[src/hw/rtl/sss_pkg.sv]
`timescale 1ns / 1ps
// ----------------------------------------------------------------------------
// sss_pkg: shared types and constants for the staggered spin-up scheduler
// Item codes, result codes, power states and register indexes.
// ----------------------------------------------------------------------------
package sss_pkg;

  localparam int unsigned NumDevices = 16;
  localparam int unsigned DevW       = 4;
  localparam int unsigned FifoDepth  = 16;
  localparam int unsigned FifoW      = 4;
  localparam int unsigned QDepth     = 2;

  typedef enum logic [1:0] {
    FUNC_CMD  = 2'd0,
    FUNC_TICK = 2'd1,
    FUNC_SET  = 2'd2,
    FUNC_NOP  = 2'd3
  } func_e;

  typedef enum logic [2:0] {
    KIND_PROCEED = 3'd0,
    KIND_BLOCKED = 3'd1,
    KIND_UNBLOCK = 3'd2,
    KIND_PASSED  = 3'd3,
    KIND_DONE    = 3'd4
  } kind_e;

  localparam logic [2:0] PS_STANDBY = 3'd1;
  localparam logic [2:0] PS_PASSED  = 3'd2;
  localparam logic [2:0] PS_WAITING = 3'd3;
  localparam logic [2:0] PS_SPIN    = 3'd4;
  localparam logic [2:0] PS_SBWAIT  = 3'd5;

  localparam logic [1:0] REG_MAX_CONC = 2'd0;
  localparam logic [1:0] REG_SPINUP   = 2'd1;
  localparam logic [1:0] REG_STANDBY  = 2'd2;

  // Classified operation handed from front to back.
  typedef struct packed {
    func_e       func;
    logic [3:0]  device;
    logic [2:0]  new_state;
  } op_t;

  typedef enum logic [1:0] {
    ST_IDLE = 2'd0,
    ST_SCAN = 2'd1,
    ST_EMIT = 2'd2
  } back_state_e;

endpackage

[src/hw/rtl/sss_front.sv]
`timescale 1ns / 1ps
// ----------------------------------------------------------------------------
// sss_front: input acceptance and op queue
// Takes input transfers into a short queue that the back end drains.
// ----------------------------------------------------------------------------
module sss_front (
  input  logic           clk_i,
  input  logic           rst_ni,
  input  logic           in_valid_i,
  output logic           in_stall_o,
  input  logic [1:0]     func_i,
  input  logic [3:0]     device_i,
  input  logic [2:0]     new_state_i,
  output logic           op_valid_o,
  output sss_pkg::op_t   op_o,
  input  logic           op_take_i
);

  sss_pkg::op_t q_mem_q [sss_pkg::QDepth];
  logic       rd_q, rd_d, wr_q, wr_d;
  logic [1:0] cnt_q, cnt_d;
  logic       push;

  assign in_stall_o = (cnt_q == 2'(sss_pkg::QDepth));
  assign push       = in_valid_i && !in_stall_o;
  assign op_valid_o = (cnt_q != 2'd0);
  assign op_o       = q_mem_q[rd_q];

  always_comb begin
    rd_d  = rd_q + 1'(op_take_i);
    wr_d  = wr_q + 1'(push);
    cnt_d = cnt_q + 2'(push) - 2'(op_take_i);
  end

  always_ff @(posedge clk_i or negedge rst_ni) begin
    if (!rst_ni) begin
      rd_q  <= 1'b0;
      wr_q  <= 1'b0;
      cnt_q <= 2'd0;
    end else begin
      rd_q  <= rd_d;
      wr_q  <= wr_d;
      cnt_q <= cnt_d;
    end
  end

  always_ff @(posedge clk_i) begin
    if (push) begin
      q_mem_q[wr_q] <= '{func: sss_pkg::func_e'(func_i), device: device_i,
                         new_state: new_state_i};
    end
  end

  assert property (@(posedge clk_i) disable iff (!rst_ni)
    cnt_q <= 2'(sss_pkg::QDepth)) else $error("op queue overflow");
  assert property (@(posedge clk_i) disable iff (!rst_ni)
    op_take_i |-> op_valid_o) else $error("take from empty op queue");
  assert property (@(posedge clk_i) disable iff (!rst_ni)
    (push && !op_take_i) |=> cnt_q == $past(cnt_q) + 2'd1)
    else $error("queue count lost a push");

endmodule

[src/hw/rtl/sss_back.sv]
`timescale 1ns / 1ps
// ----------------------------------------------------------------------------
// sss_back: scheduler engine
// Holds device state, timers, wait FIFO and slot count; scans one device per
// cycle on a tick, unless a pending result waits to be sent, and presents results through an output register.
// ----------------------------------------------------------------------------
module sss_back (
  input  logic          clk_i,
  input  logic          rst_ni,
  input  logic          cfg_we_i,
  input  logic [1:0]    cfg_idx_i,
  input  logic [15:0]   cfg_data_i,
  input  logic          op_valid_i,
  input  sss_pkg::op_t  op_i,
  output logic          op_take_o,
  output logic          out_valid_o,
  input  logic          out_stall_i,
  output logic [2:0]    kind_o,
  output logic [3:0]    device_res_o,
  output logic          last_o
);

  localparam int unsigned N = sss_pkg::NumDevices;

  logic [4:0]  max_q;
  logic [7:0]  spin_t_q;
  logic [15:0] sb_t_q;

  logic [2:0]  ps_q    [N];
  logic [N-1:0] sarm_q, barm_q, fresh_q;
  logic [7:0]  scnt_q  [N];
  logic [15:0] bcnt_q  [N];
  logic [3:0]  fifo_q  [sss_pkg::FifoDepth];
  logic [3:0]  head_q, tail_q;
  logic [4:0]  fcnt_q, slots_q;

  sss_pkg::back_state_e st_q, st_d;
  logic [3:0]  idx_q;
  // last device step of the scan has been carried out
  logic        scan_end_q;
  // pending per-device results of the current scan step
  logic        p_unb_q, p_pas_q;
  logic [3:0]  p_udev_q;

  logic        ov_q;
  logic [2:0]  okind_q;
  logic [3:0]  odev_q;
  logic        olast_q;

  logic        out_free;
  assign out_free     = !ov_q || !out_stall_i;
  assign out_valid_o  = ov_q;
  assign kind_o       = okind_q;
  assign device_res_o = odev_q;
  assign last_o       = olast_q;

  // scan step decode for device idx_q
  logic        s_exp, b_exp, grant_ok;
  logic [4:0]  slots_rel;
  logic [3:0]  gdev;
  always_comb begin
    s_exp     = sarm_q[idx_q] && !fresh_q[idx_q] && (scnt_q[idx_q] <= 8'd1);
    b_exp     = barm_q[idx_q] && (bcnt_q[idx_q] <= 16'd1);
    slots_rel = (slots_q != 5'd0) ? slots_q - 5'd1 : 5'd0;
    grant_ok  = s_exp && (fcnt_q != 5'd0) && (slots_rel < max_q);
    gdev      = fifo_q[head_q];
  end

  // command decode
  logic        c_sleep, c_free, c_room;
  always_comb begin
    c_sleep = (ps_q[op_i.device] == sss_pkg::PS_STANDBY) ||
              (ps_q[op_i.device] == sss_pkg::PS_PASSED);
    c_free  = slots_q < max_q;
    c_room  = fcnt_q < 5'(sss_pkg::FifoDepth);
  end

  always_comb begin
    st_d      = st_q;
    op_take_o = 1'b0;
    unique case (st_q)
      sss_pkg::ST_IDLE: begin
        if (op_valid_i && out_free) begin
          op_take_o = (op_i.func != sss_pkg::FUNC_TICK);
          if (op_i.func == sss_pkg::FUNC_TICK) st_d = sss_pkg::ST_SCAN;
        end
      end
      sss_pkg::ST_SCAN: begin
        // leave once the last device is done and nothing is left to send
        if (!p_unb_q && !p_pas_q) begin
          if (scan_end_q || (idx_q == 4'(N - 1) && !b_exp && !grant_ok))
            st_d = sss_pkg::ST_EMIT;
        end
      end
      sss_pkg::ST_EMIT: begin
        if (out_free) begin
          op_take_o = 1'b1;
          st_d      = sss_pkg::ST_IDLE;
        end
      end
      default: st_d = sss_pkg::ST_IDLE;
    endcase
  end

  always_ff @(posedge clk_i or negedge rst_ni) begin
    if (!rst_ni) begin
      st_q <= sss_pkg::ST_IDLE;
    end else begin
      st_q <= st_d;
    end
  end

  always_ff @(posedge clk_i or negedge rst_ni) begin
    if (!rst_ni) begin
      max_q   <= 5'd2;
      spin_t_q <= 8'd6;
      sb_t_q  <= 16'd0;
      sarm_q  <= '0;
      barm_q  <= '0;
      fresh_q <= '0;
      head_q  <= '0;
      tail_q  <= '0;
      fcnt_q  <= '0;
      slots_q <= '0;
      idx_q   <= '0;
      scan_end_q <= 1'b0;
      p_unb_q <= 1'b0;
      p_pas_q <= 1'b0;
      p_udev_q <= '0;
      ov_q    <= 1'b0;
      okind_q <= '0;
      odev_q  <= '0;
      olast_q <= 1'b0;
      for (int i = 0; i < N; i++) begin
        ps_q[i]   <= '0;
        scnt_q[i] <= '0;
        bcnt_q[i] <= '0;
      end
    end else begin
      if (out_free) ov_q <= 1'b0;
      if (cfg_we_i) begin
        unique case (cfg_idx_i)
          sss_pkg::REG_MAX_CONC: max_q    <= cfg_data_i[4:0];
          sss_pkg::REG_SPINUP:   spin_t_q <= cfg_data_i[7:0];
          sss_pkg::REG_STANDBY:  sb_t_q   <= cfg_data_i;
          default: ;
        endcase
      end
      unique case (st_q)
        sss_pkg::ST_IDLE: begin
          idx_q   <= '0;
          fresh_q <= '0;
          scan_end_q <= 1'b0;
          if (op_valid_i && out_free && op_i.func != sss_pkg::FUNC_TICK) begin
            ov_q    <= 1'b1;
            olast_q <= 1'b1;
            odev_q  <= (op_i.func == sss_pkg::FUNC_CMD) ? op_i.device : 4'd0;
            okind_q <= sss_pkg::KIND_DONE;
            if (op_i.func == sss_pkg::FUNC_SET) begin
              ps_q[op_i.device] <= op_i.new_state;
            end else if (op_i.func == sss_pkg::FUNC_CMD) begin
              okind_q <= sss_pkg::KIND_PROCEED;
              if (c_sleep) begin
                if (c_free) begin
                  slots_q <= slots_q + 5'd1;
                  ps_q[op_i.device]   <= sss_pkg::PS_SPIN;
                  sarm_q[op_i.device] <= 1'b1;
                  scnt_q[op_i.device] <= spin_t_q;
                end else begin
                  okind_q <= sss_pkg::KIND_BLOCKED;
                  if (c_room) begin
                    fifo_q[tail_q] <= op_i.device;
                    tail_q <= tail_q + 4'd1;
                    fcnt_q <= fcnt_q + 5'd1;
                    ps_q[op_i.device] <= sss_pkg::PS_WAITING;
                  end
                end
              end else if (ps_q[op_i.device] == sss_pkg::PS_SBWAIT) begin
                barm_q[op_i.device] <= 1'b1;
                bcnt_q[op_i.device] <= sb_t_q;
              end
            end
          end
        end
        sss_pkg::ST_SCAN: begin
          if (p_unb_q || p_pas_q) begin
            if (out_free) begin
              ov_q    <= 1'b1;
              olast_q <= 1'b0;
              if (p_unb_q) begin
                okind_q <= sss_pkg::KIND_UNBLOCK;
                odev_q  <= p_udev_q;
                p_unb_q <= 1'b0;
              end else begin
                okind_q <= sss_pkg::KIND_PASSED;
                odev_q  <= idx_q;
                p_pas_q <= 1'b0;
                idx_q   <= idx_q + 4'd1;
                if (idx_q == 4'(N - 1)) scan_end_q <= 1'b1;
              end
            end
          end else if (!scan_end_q) begin
            if (sarm_q[idx_q] && !fresh_q[idx_q]) begin
              if (s_exp) begin
                sarm_q[idx_q] <= 1'b0;
                scnt_q[idx_q] <= 8'd0;
                slots_q <= slots_rel;
                if (grant_ok) begin
                  head_q  <= head_q + 4'd1;
                  fcnt_q  <= fcnt_q - 5'd1;
                  slots_q <= slots_rel + 5'd1;
                  ps_q[gdev]    <= sss_pkg::PS_SPIN;
                  sarm_q[gdev]  <= 1'b1;
                  scnt_q[gdev]  <= spin_t_q;
                  fresh_q[gdev] <= 1'b1;
                  p_unb_q  <= 1'b1;
                  p_udev_q <= gdev;
                end
              end else begin
                scnt_q[idx_q] <= scnt_q[idx_q] - 8'd1;
              end
            end
            if (barm_q[idx_q]) begin
              if (b_exp) begin
                barm_q[idx_q] <= 1'b0;
                bcnt_q[idx_q] <= 16'd0;
                ps_q[idx_q]   <= sss_pkg::PS_PASSED;
                p_pas_q <= 1'b1;
              end else begin
                bcnt_q[idx_q] <= bcnt_q[idx_q] - 16'd1;
              end
            end
            // a standby result holds the index until it has been sent
            if (!b_exp) begin
              idx_q <= idx_q + 4'd1;
              if (idx_q == 4'(N - 1)) scan_end_q <= 1'b1;
            end
          end
        end
        sss_pkg::ST_EMIT: begin
          if (out_free) begin
            ov_q    <= 1'b1;
            olast_q <= 1'b1;
            okind_q <= sss_pkg::KIND_DONE;
            odev_q  <= 4'd0;
          end
        end
        default: ;
      endcase
    end
  end

  assert property (@(posedge clk_i) disable iff (!rst_ni)
    (ov_q && out_stall_i) |=> ov_q && $stable(okind_q) && $stable(odev_q))
    else $error("stalled result changed");
  assert property (@(posedge clk_i) disable iff (!rst_ni)
    fcnt_q <= 5'(sss_pkg::FifoDepth)) else $error("wait fifo overflow");
  assert property (@(posedge clk_i) disable iff (!rst_ni)
    (st_q == sss_pkg::ST_IDLE) |-> !p_unb_q && !p_pas_q)
    else $error("pending result left after scan");

endmodule

[src/hw/rtl/staggered_spinup_scheduler.sv]
`timescale 1ns / 1ps
// ----------------------------------------------------------------------------
// staggered_spinup_scheduler: staggered disk spin-up scheduler
// Caps concurrent spin-ups, queues waiting disks, runs per-disk timers.
// ----------------------------------------------------------------------------
// Command / set-state: the item passes the op queue, then its result is
//   registered in the output register. Tick: all 16 devices are scanned in
//   turn, each unblock/standby result is sent as it arises, then a done result.
// Throughput: one item at a time in the engine; a two-entry op queue lets
//   input transfers continue while the engine scans.
// Reset: asynchronous, clears all device state, timers, FIFO pointers and
//   loads register defaults (max 2, spin-up 6, standby 0).
// ----------------------------------------------------------------------------
module staggered_spinup_scheduler (
  input  logic        clk_i,
  input  logic        rst_ni,
  input  logic        cfg_we_i,
  input  logic [1:0]  cfg_idx_i,
  input  logic [15:0] cfg_data_i,
  input  logic        in_valid_i,
  output logic        in_stall_o,
  input  logic [1:0]  func_i,
  input  logic [3:0]  device_i,
  input  logic [2:0]  new_state_i,
  output logic        out_valid_o,
  input  logic        out_stall_i,
  output logic [2:0]  kind_o,
  output logic [3:0]  device_res_o,
  output logic        last_o
);

  // front to back op hand-off
  logic         op_valid, op_take;
  sss_pkg::op_t op;

  sss_front u_front (
    .clk_i, .rst_ni, .in_valid_i, .in_stall_o, .func_i, .device_i, .new_state_i,
    .op_valid_o(op_valid), .op_o(op), .op_take_i(op_take)
  );

  // engine: each command is handled directly in the idle state, ticks scan all devices in turn
  sss_back u_back (
    .clk_i, .rst_ni, .cfg_we_i, .cfg_idx_i, .cfg_data_i,
    .op_valid_i(op_valid), .op_i(op), .op_take_o(op_take),
    .out_valid_o, .out_stall_i, .kind_o, .device_res_o, .last_o
  );

endmodule

[config.mk]
export PLATFORM = sky130hd
export DESIGN_NAME = staggered_spinup_scheduler
export DESIGN_NICKNAME = d
export VERILOG_FILES = /design/src/hw/rtl/sss_pkg.sv /design/src/hw/rtl/sss_front.sv /design/src/hw/rtl/sss_back.sv /design/src/hw/rtl/staggered_spinup_scheduler.sv
export SDC_FILE = /design/constraint.sdc
export NUM_CORES = 2
export LEC_CHECK = 0
export ABC_CLOCK_PERIOD_IN_PS = 12400
export BUFFER_PORTS_ARGS = -buffer_cell sky130_fd_sc_hd__buf_2
export CORE_ASPECT_RATIO = 0.9
export CORE_MARGIN = 4
export CORE_UTILIZATION = 45
export CTS_BUF_LIST = sky130_fd_sc_hd__clkbuf_8
export CTS_CLUSTER_DIAMETER = 200
export DETAILED_ROUTE_END_ITERATION = 10
export MAX_ROUTING_LAYER = met4
export SETUP_SLACK_MARGIN = 0.2
export SLEW_MARGIN = 20
export SYNTH_ARGS = -nofsm -noshare
export SYNTH_HDL_FRONTEND = slang
export SYNTH_SLANG_ARGS = --single-unit
[constraint.sdc]
create_clock -name clk_i -period 12.4 [get_ports clk_i]
set_clock_uncertainty 0.1 [all_clocks]
set_input_delay 2.48 -clock clk_i [delete_from_list [all_inputs] [get_ports clk_i]]
set_output_delay 2.48 -clock clk_i [all_outputs]
set_load 0.1 [all_outputs]
After elaboration in Yosys (flattened, before gate mapping)
Memory sizes are Yosys's and may differ from the RTL's. Index checks and enable logic that the tools add are counted.

Bitwise logic cells: 30. Reductions and logical operators: 61. Order comparisons: 17. Add/subtract/negate cells: 14. Multiplexer cells: 203. Eq/ne operators: 46.

Operator list (count): 256-bit 2-to-1 mux (9); 128-bit 2-to-1 mux (10); 48-bit 2-to-1 mux (16); 256-bit bitwise mux (2); 256-bit one-hot mux with 2 select lines (1); 16-bit 2-to-1 mux (28); 128-bit bitwise mux (3); 256-bit bitwise AND (1); 256-bit inverter (1); 128-bit one-hot mux with 2 select lines (1); 128-bit bitwise AND (1); 16-bit demux with 4-bit select (2); 128-bit inverter (1); 16-bit OR (7); 5-bit 2-to-1 mux (22); 32-bit bitwise AND (3); 8-bit demux with 4-bit select (3); 32-bit inverter (3); 16-bit one-hot mux with 2 select lines (3); 48-bit one-hot mux with 2 select lines (1); 16-bit binary-select mux with 4-bit select (1); 16-bit bitwise AND (3); 48-bit bitwise mux (1); 1-bit 2-to-1 mux (46); 63 further kinds (202).

Logic and storage cells: 444. Input bits: 32. Bits in writable memories: 82. Register bits: 553. Memories kept: 2. Output and inout bits: 10.

Memory list: u_back.fifo_q (depth 16, width 4, rd ports 1, clocked after Yosys merged registers in 0, wr ports 1, line sss_back.sv:33) `logic [3:0] fifo_q [sss_pkg::FifoDepth];`; u_front.q_mem_q (depth 2, width 9, rd ports 1, clocked after Yosys merged registers in 0, wr ports 1, line sss_front.sv:19) `sss_pkg::op_t q_mem_q [sss_pkg::QDepth];`.

Depth between registers and ports, before layout
Depth after elaboration: 20. Gate-level depth with buffers: 21. Mapped depth without buffers: 14.

By module
From an unflattened synthesis, not the netlist that was laid out.

Cell total of the unflattened synthesis: 3935. Area, all modules: 38236.7 sq um.

Modules (own cells, without submodules): sss_back (times used 1, area an instance 37335.8 sq um, seq. area each 15663.8 sq um, cells an instance 3888); sss_front (times used 1, area an instance 900.9 sq um, seq. area each 640.6 sq um, cells an instance 47).

Least setup slack after synthesis
Ideal clock, no wire load.

Kind: input -> register. Start point: in out_stall_i. End point: reg u_back.bcnt_q[159] in the netlist's numbering. Arrival time: 4.913 ns. Stages on the path: 12. Path slack: 7.308 ns. Buffers on the path: 4. Data required time: 12.221 ns. Cells stage by stage: and2_1 -> clkbuf_1 -> nor3_1 -> nand2_1 -> a21oi_1 -> and2_1 -> clkbuf_1 -> nand2_1 -> clkbuf_1 -> a211oi_1 -> buf_2 -> mux2i_1.

Word-level cells in the longest chain between the ends: 6.

Ends and longest elaborated chain: start, declared (line staggered_spinup_scheduler.sv:26) `input logic out_stall_i,`; 1-bit zero test (line sss_back.sv:51) `assign out_free = !ov_q || !out_stall_i;`; 1-bit logical OR (line sss_back.sv:51); 1-bit logical AND (2 in series) (line sss_back.sv:154) `if (op_valid_i && out_free && op_i.func != sss_pkg::FUNC_TICK) begin`; 2-bit by 1-bit inequality test with 1-bit output (no line); 9-bit AND reduction (no line); end signal, assigned by index (line sss_back.sv:180) `bcnt_q[op_i.device] <= sb_t_q;`; end signal, assigned by index (line sss_back.sv:230) `bcnt_q[idx_q] <= bcnt_q[idx_q] - 16'd1;`; end, declared (line sss_back.sv:32) `logic [15:0] bcnt_q [N];`.

No other way between the ends. A chain may end at the register's enable or synchronous reset.

Worst setup path in the final report
Start point: reg u_front.rd_q. End point: reg u_back.scnt_q[116] in the netlist's numbering.

Word-level cells in the longest chain between the ends: 13.

Ends and longest elaborated chain: start, declared (line sss_front.sv:20) `logic rd_q, rd_d, wr_q, wr_d;`; start signal, assigned (line sss_front.sv:41) `rd_q <= rd_d;`; memory read 2 x 9 bit *; 4-bit inverter with 5-bit output (implied by the code) (line sss_back.sv:72, sss_back.sv:73, sss_back.sv:168); 5-bit >= comparator (implied by the code) or 5-bit by 1-bit less-than comparator with 1-bit output (tied branches) (line sss_back.sv:168) `scnt_q[op_i.device] <= spin_t_q;`; 1-bit logical AND (implied by the code) (line sss_back.sv:168); 8-bit 2-to-1 mux (implied by the code) (line sss_back.sv:168); 8-bit demux with 4-bit select (line sss_back.sv:168); 128-bit bitwise mux (line sss_back.sv:168); 128-bit 2-to-1 mux (line sss_back.sv:164) `if (c_free) begin`; 128-bit 2-to-1 mux (line sss_back.sv:163) `if (c_sleep) begin`; 128-bit 2-to-1 mux (line sss_back.sv:161) `end else if (op_i.func == sss_pkg::FUNC_CMD) begin`; 128-bit 2-to-1 mux (line sss_back.sv:159) `if (op_i.func == sss_pkg::FUNC_SET) begin`; 128-bit 2-to-1 mux (line sss_back.sv:154); 128-bit one-hot mux with 2 select lines (line sss_back.sv:149) `unique case (st_q)`; end signal, assigned by index (line sss_back.sv:168); end signal, assigned by index (line sss_back.sv:214) `scnt_q[gdev] <= spin_t_q;`; end signal, assigned by index (line sss_back.sv:220) `scnt_q[idx_q] <= scnt_q[idx_q] - 8'd1;`; end, declared (line sss_back.sv:31) `logic [7:0] scnt_q [N];`.

Mark *: on every way between the ends. The rest lies on a longest branch, timed or not. The select of a mux whose other input is x is not followed.

==> flow_metrics.env <==
export IMPL_postCtsSetupRepairBufs=0
export IMPL_relSlewSlack_pct=14.8
export IMPL_synth_distinct_cells=99
export IMPL_area_growth_pct=9.64
export IMPL_irDropWorstVdd_mv=0.236
export IMPL_wl_mm=156
export IMPL_finalInstanceArea_um2=39700
export IMPL_startpoint_type="register"
export IMPL_core_um2=79700
export IMPL_grt_usage_pct=37.0
export IMPL_ys_top_cells_by_area="dfrtp_1 38%, mux4_2 8.0%, edfxtp_1 6.8%, a22o_1 5.1%, nand2_1 3.7%"
export IMPL_cts_max_level=3
export IMPL_power_density_nw_per_um2=324
export IMPL_synth_top_area_share_pct=38.0
export IMPL_io_buffers=41
export IMPL_dr_pass1_iters=7
export IMPL_nFillCells=7291
export IMPL_die_x_um=307
export IMPL_grt_pass1_wl_mm=228
export IMPL_met1_length_mm=61.7
export IMPL_p_leak_nw=15.8
export IMPL_drive_gt1_share_pct=15.7
export IMPL_cts_sinks=635
export IMPL_dp_hpwl_mm=107
export IMPL_critPathSlowestCell="buf_4"
export IMPL_synth_area_mux_share_pct=10.4
export IMPL_drc_errors=0
export IMPL_crit_type="register to register"
export IMPL_rsz0062_at_grt="false"
export IMPL_die_y_um=277
export IMPL_synth_async_reset_ratio_pct=87.1
export IMPL_synth_fa_ha_area_share_pct=1.26
export IMPL_syn_inst=3495
export IMPL_setup_tns_final_ps=0
export IMPL_clk_pin_slew_worst_paths_ps=60
export IMPL_drv_slew=0
export IMPL_final_common_cell="dfrtp_1"
export IMPL_top_layer_used="met4"
export IMPL_hold_buffers=0
export IMPL_cts_buffer_depth=3
export IMPL_place_congestion=1.01
export IMPL_power_switching_mw=6.81
export IMPL_p_int_mw=6.07
export IMPL_clock_latency_ps=800
export IMPL_final_setup_viol_count=0
export IMPL_ys_flop_type="dfrtp_1"
export IMPL_power_switching_share_pct=52.9
export IMPL_synth_edf_count=82
export IMPL_synth_top_area_cell="dfrtp_1"
export IMPL_power_mw=12.9
export IMPL_hold_viol=0
export IMPL_cp_required_ps=12990
export IMPL_crit_fanout=91
export IMPL_cts_buffers=109
export IMPL_syn_area_um2=36200
export IMPL_grt_max_degree=153
export IMPL_synth_xor_area_share_pct=0.987
export IMPL_layout_worst_path_cycle_share_pct=51.7
export IMPL_yosysWarnings=0
export IMPL_synth_seq_area_share_pct=45.0
export IMPL_crit_chain="mux2i_4, inv_2, mux4_2, nand2_1, nand4_1, xor2_1, nand4_1, a21boi_4, buf_4, buf_4, nand2_1, o2bb2ai_1"
export IMPL_p_seq_share_pct=25.5
export IMPL_max_freq_mhz=156
export IMPL_final_nets=3488
export IMPL_io_pins=42
export IMPL_grt_pass1_vias=32902
export IMPL_max_cap_viol_count=0
export IMPL_end_kind="register"
export IMPL_dieArea_um2=85100
export IMPL_period_needed_ps=6420
export IMPL_cts_tree="yes"
export IMPL_dr_wl_met3_mm=24.1
export IMPL_hold_path_class="register to register"
export IMPL_final_cell_mix="548 x dfrtp_1, 358 x nand2_1, 212 x a22o_1"
export IMPL_rows=98
export IMPL_synth_compound_area_share_pct=27.3
export IMPL_vias=33791
export IMPL_globalRouteOverflowTotal=0
export IMPL_power_frac_clock_pct=16.8
export IMPL_fin_hold_ws_ps=390
export IMPL_synthSimpleGateAreaFrac_pct=10.7
export IMPL_multi_input_area_um2=18500
export IMPL_post_drt_wl_per_cell_um=34.2
export IMPL_outcome="finished, final reports clean"
export IMPL_ys_ff_latch=635
export IMPL_synth_top_family_by_area="compound AO/OA/AOI/OAI gates"
export IMPL_cts_root_buffer="clkbuf_8"
export IMPL_p_comb_share_pct=57.8
export IMPL_avgViaCountPerCell=7.40
export IMPL_syn_num_nets=3563
export IMPL_critPathArrivalTime_ps=7010
export IMPL_wl_met2_mm=62.9
export IMPL_antenna_found_initial=5
export IMPL_seq_area_um2=16300
export IMPL_cpPeakStageDelay_ps=870
export IMPL_tightest_slew_ps=1270
export IMPL_syn_avg_cell_area_um2=10.4
export IMPL_ant_nets=0
export IMPL_cts_resized=0
export IMPL_initial_core_util_pct=45.5
export IMPL_drtIter0Drc=5214
export IMPL_placed_cell_area_um2=37300
[cell usage after synthesis, drive strengths merged (6+ instances only)]
master / number
nor2b: 24
a21oi: 137
o21ai: 179
or4: 7
nor3: 42
a21o: 18
xnor2: 20
mux4: 128
o211ai: 120
mux2: 43
nand2: 363
inv: 61
a22o: 212
nor2: 206
nand3b: 6
or2: 6
clkbuf: 222
nor4: 11
and2: 24
and3: 16
xor2: 20
a22oi: 129
a32o: 15
a21boi: 8
a32oi: 44
a31oi: 31
o22a: 9
dfrtp: 550
a221o: 11
o2bb2ai: 146
nand4: 20
o32ai: 10
ha: 35
a211oi: 10
a221oi: 7
nand2b: 31
mux2i: 38
buf: 95
a2bb2oi: 16
a211o: 7
o22ai: 178
nand3: 80
edfxtp: 82
o31ai: 18
[worst paths after layout]
| kind | from | end | slack (ps) | depth (start not counted) |
|---|---|---|---|---|
| min in group asynchronous | rst_ni | u_back.scnt_q[109]$_DFFE_PN0P_ | 1590 | 1 |
| setup reg to reg | u_front.rd_q$_DFF_PN0_ | u_back.scnt_q[116]$_DFFE_PN0P_ | 5980 | 12 |
| hold reg to reg | u_back.bcnt_q[11]$_DFFE_PN0P_ | u_back.bcnt_q[11]$_DFFE_PN0P_ | 390 | 1 |
| hold / removal | u_back.bcnt_q[11]$_DFFE_PN0P_ | u_back.bcnt_q[11]$_DFFE_PN0P_ | 390 | 1 |
| setup / recovery | u_front.rd_q$_DFF_PN0_ | u_back.scnt_q[116]$_DFFE_PN0P_ | 5980 | 12 |
| max in group asynchronous | rst_ni | u_back.barm_q[3]$_DFFE_PN0P_ | 8180 | 3 |
[area by class of cell]
cell class              instances  share of cell area (%)
multi-input cells            2478                    46.5
inverters                      65                   0.617
clock buffers                 135                    4.68
repair buffers                131                    2.35
well taps                    1050                    3.31
flip-flops and latches        635                    41.1
clock inverters                66                    1.44
diodes                          6                  0.0378
[power by group through the flow]
| stage | combinational (mW) | clock, mW | sequential, mW |
|---|---|---|---|
| floorplan | 4.60 | 0 | 3.05 |
| detailed placement | 7.05 | 0 | 3.26 |
| finish | 7.44 | 2.16 | 3.28 |
| global placement | 6.95 | 0 | 3.25 |
| global route | 7.68 | 2.27 | 3.31 |
| CTS | 7.07 | 2.17 | 3.24 |
[per-layer routing]
metal,vias up,global-route usage [%]
met5,-,-
met4,0,16.2
met3,525,15.1
met2,2778,48.4
met1,17028,50.2
li1,13460,-
[worst max-delay path: cells and delay by family, from the launching register on]
| family | cells | cell delay [ps] |
|---|---|---|
| buffers and inverters | 3 | 1920 |
| muxes | 2 | 1330 |
| and+or+nand+nor | 4 | 1140 |
| DFF | 1 | 740 |
| AOI/OAI and AO/OA | 2 | 530 |
| xor gates and xnor gates | 1 | 450 |
[flip-flops by register name (all words and copies together) (netlist names), 2 cells and up, named ones only]
name / cells
u_back.barm_q: 16
u_front.cnt_q: 2
u_back.fcnt_q: 5
u_back.slots_q: 5
u_back.fifo_q: 64
u_back.max_q: 5
u_back.sarm_q: 16
u_back.kind_o: 3
u_back.idx_q: 4
u_back.bcnt_q: 256
u_front.q_mem_q: 18
u_back.tail_q: 4
u_back.fresh_q: 16
u_back.head_q: 4
u_back.st_q: 2
u_back.device_res_o: 4
u_back.spin_t_q: 8
u_back.sb_t_q: 16
u_back.scnt_q: 128
u_back.p_udev_q: 4
[metrics by stage]
stage               std cells  utilization [%]  setup slack, ps
detailed placement       4359             46.7             5880
floorplan                3495                -             7310
global placement         4359             46.7             6020
CTS                      4560             49.8             6110
global route             4566             49.9             5690
finish                   4566             49.9             5980
[logic make-up after synthesis]
| logic type | after synthesis |
|---|---|
| buf+inv | 382 |
| compound gates | 1343 |
| mux | 209 |
| fa+ha+maj | 36 |
| flops | 635 |
| simple gates | 850 |
| xor+xnor | 40 |
(Power assumes the default switching activity.)
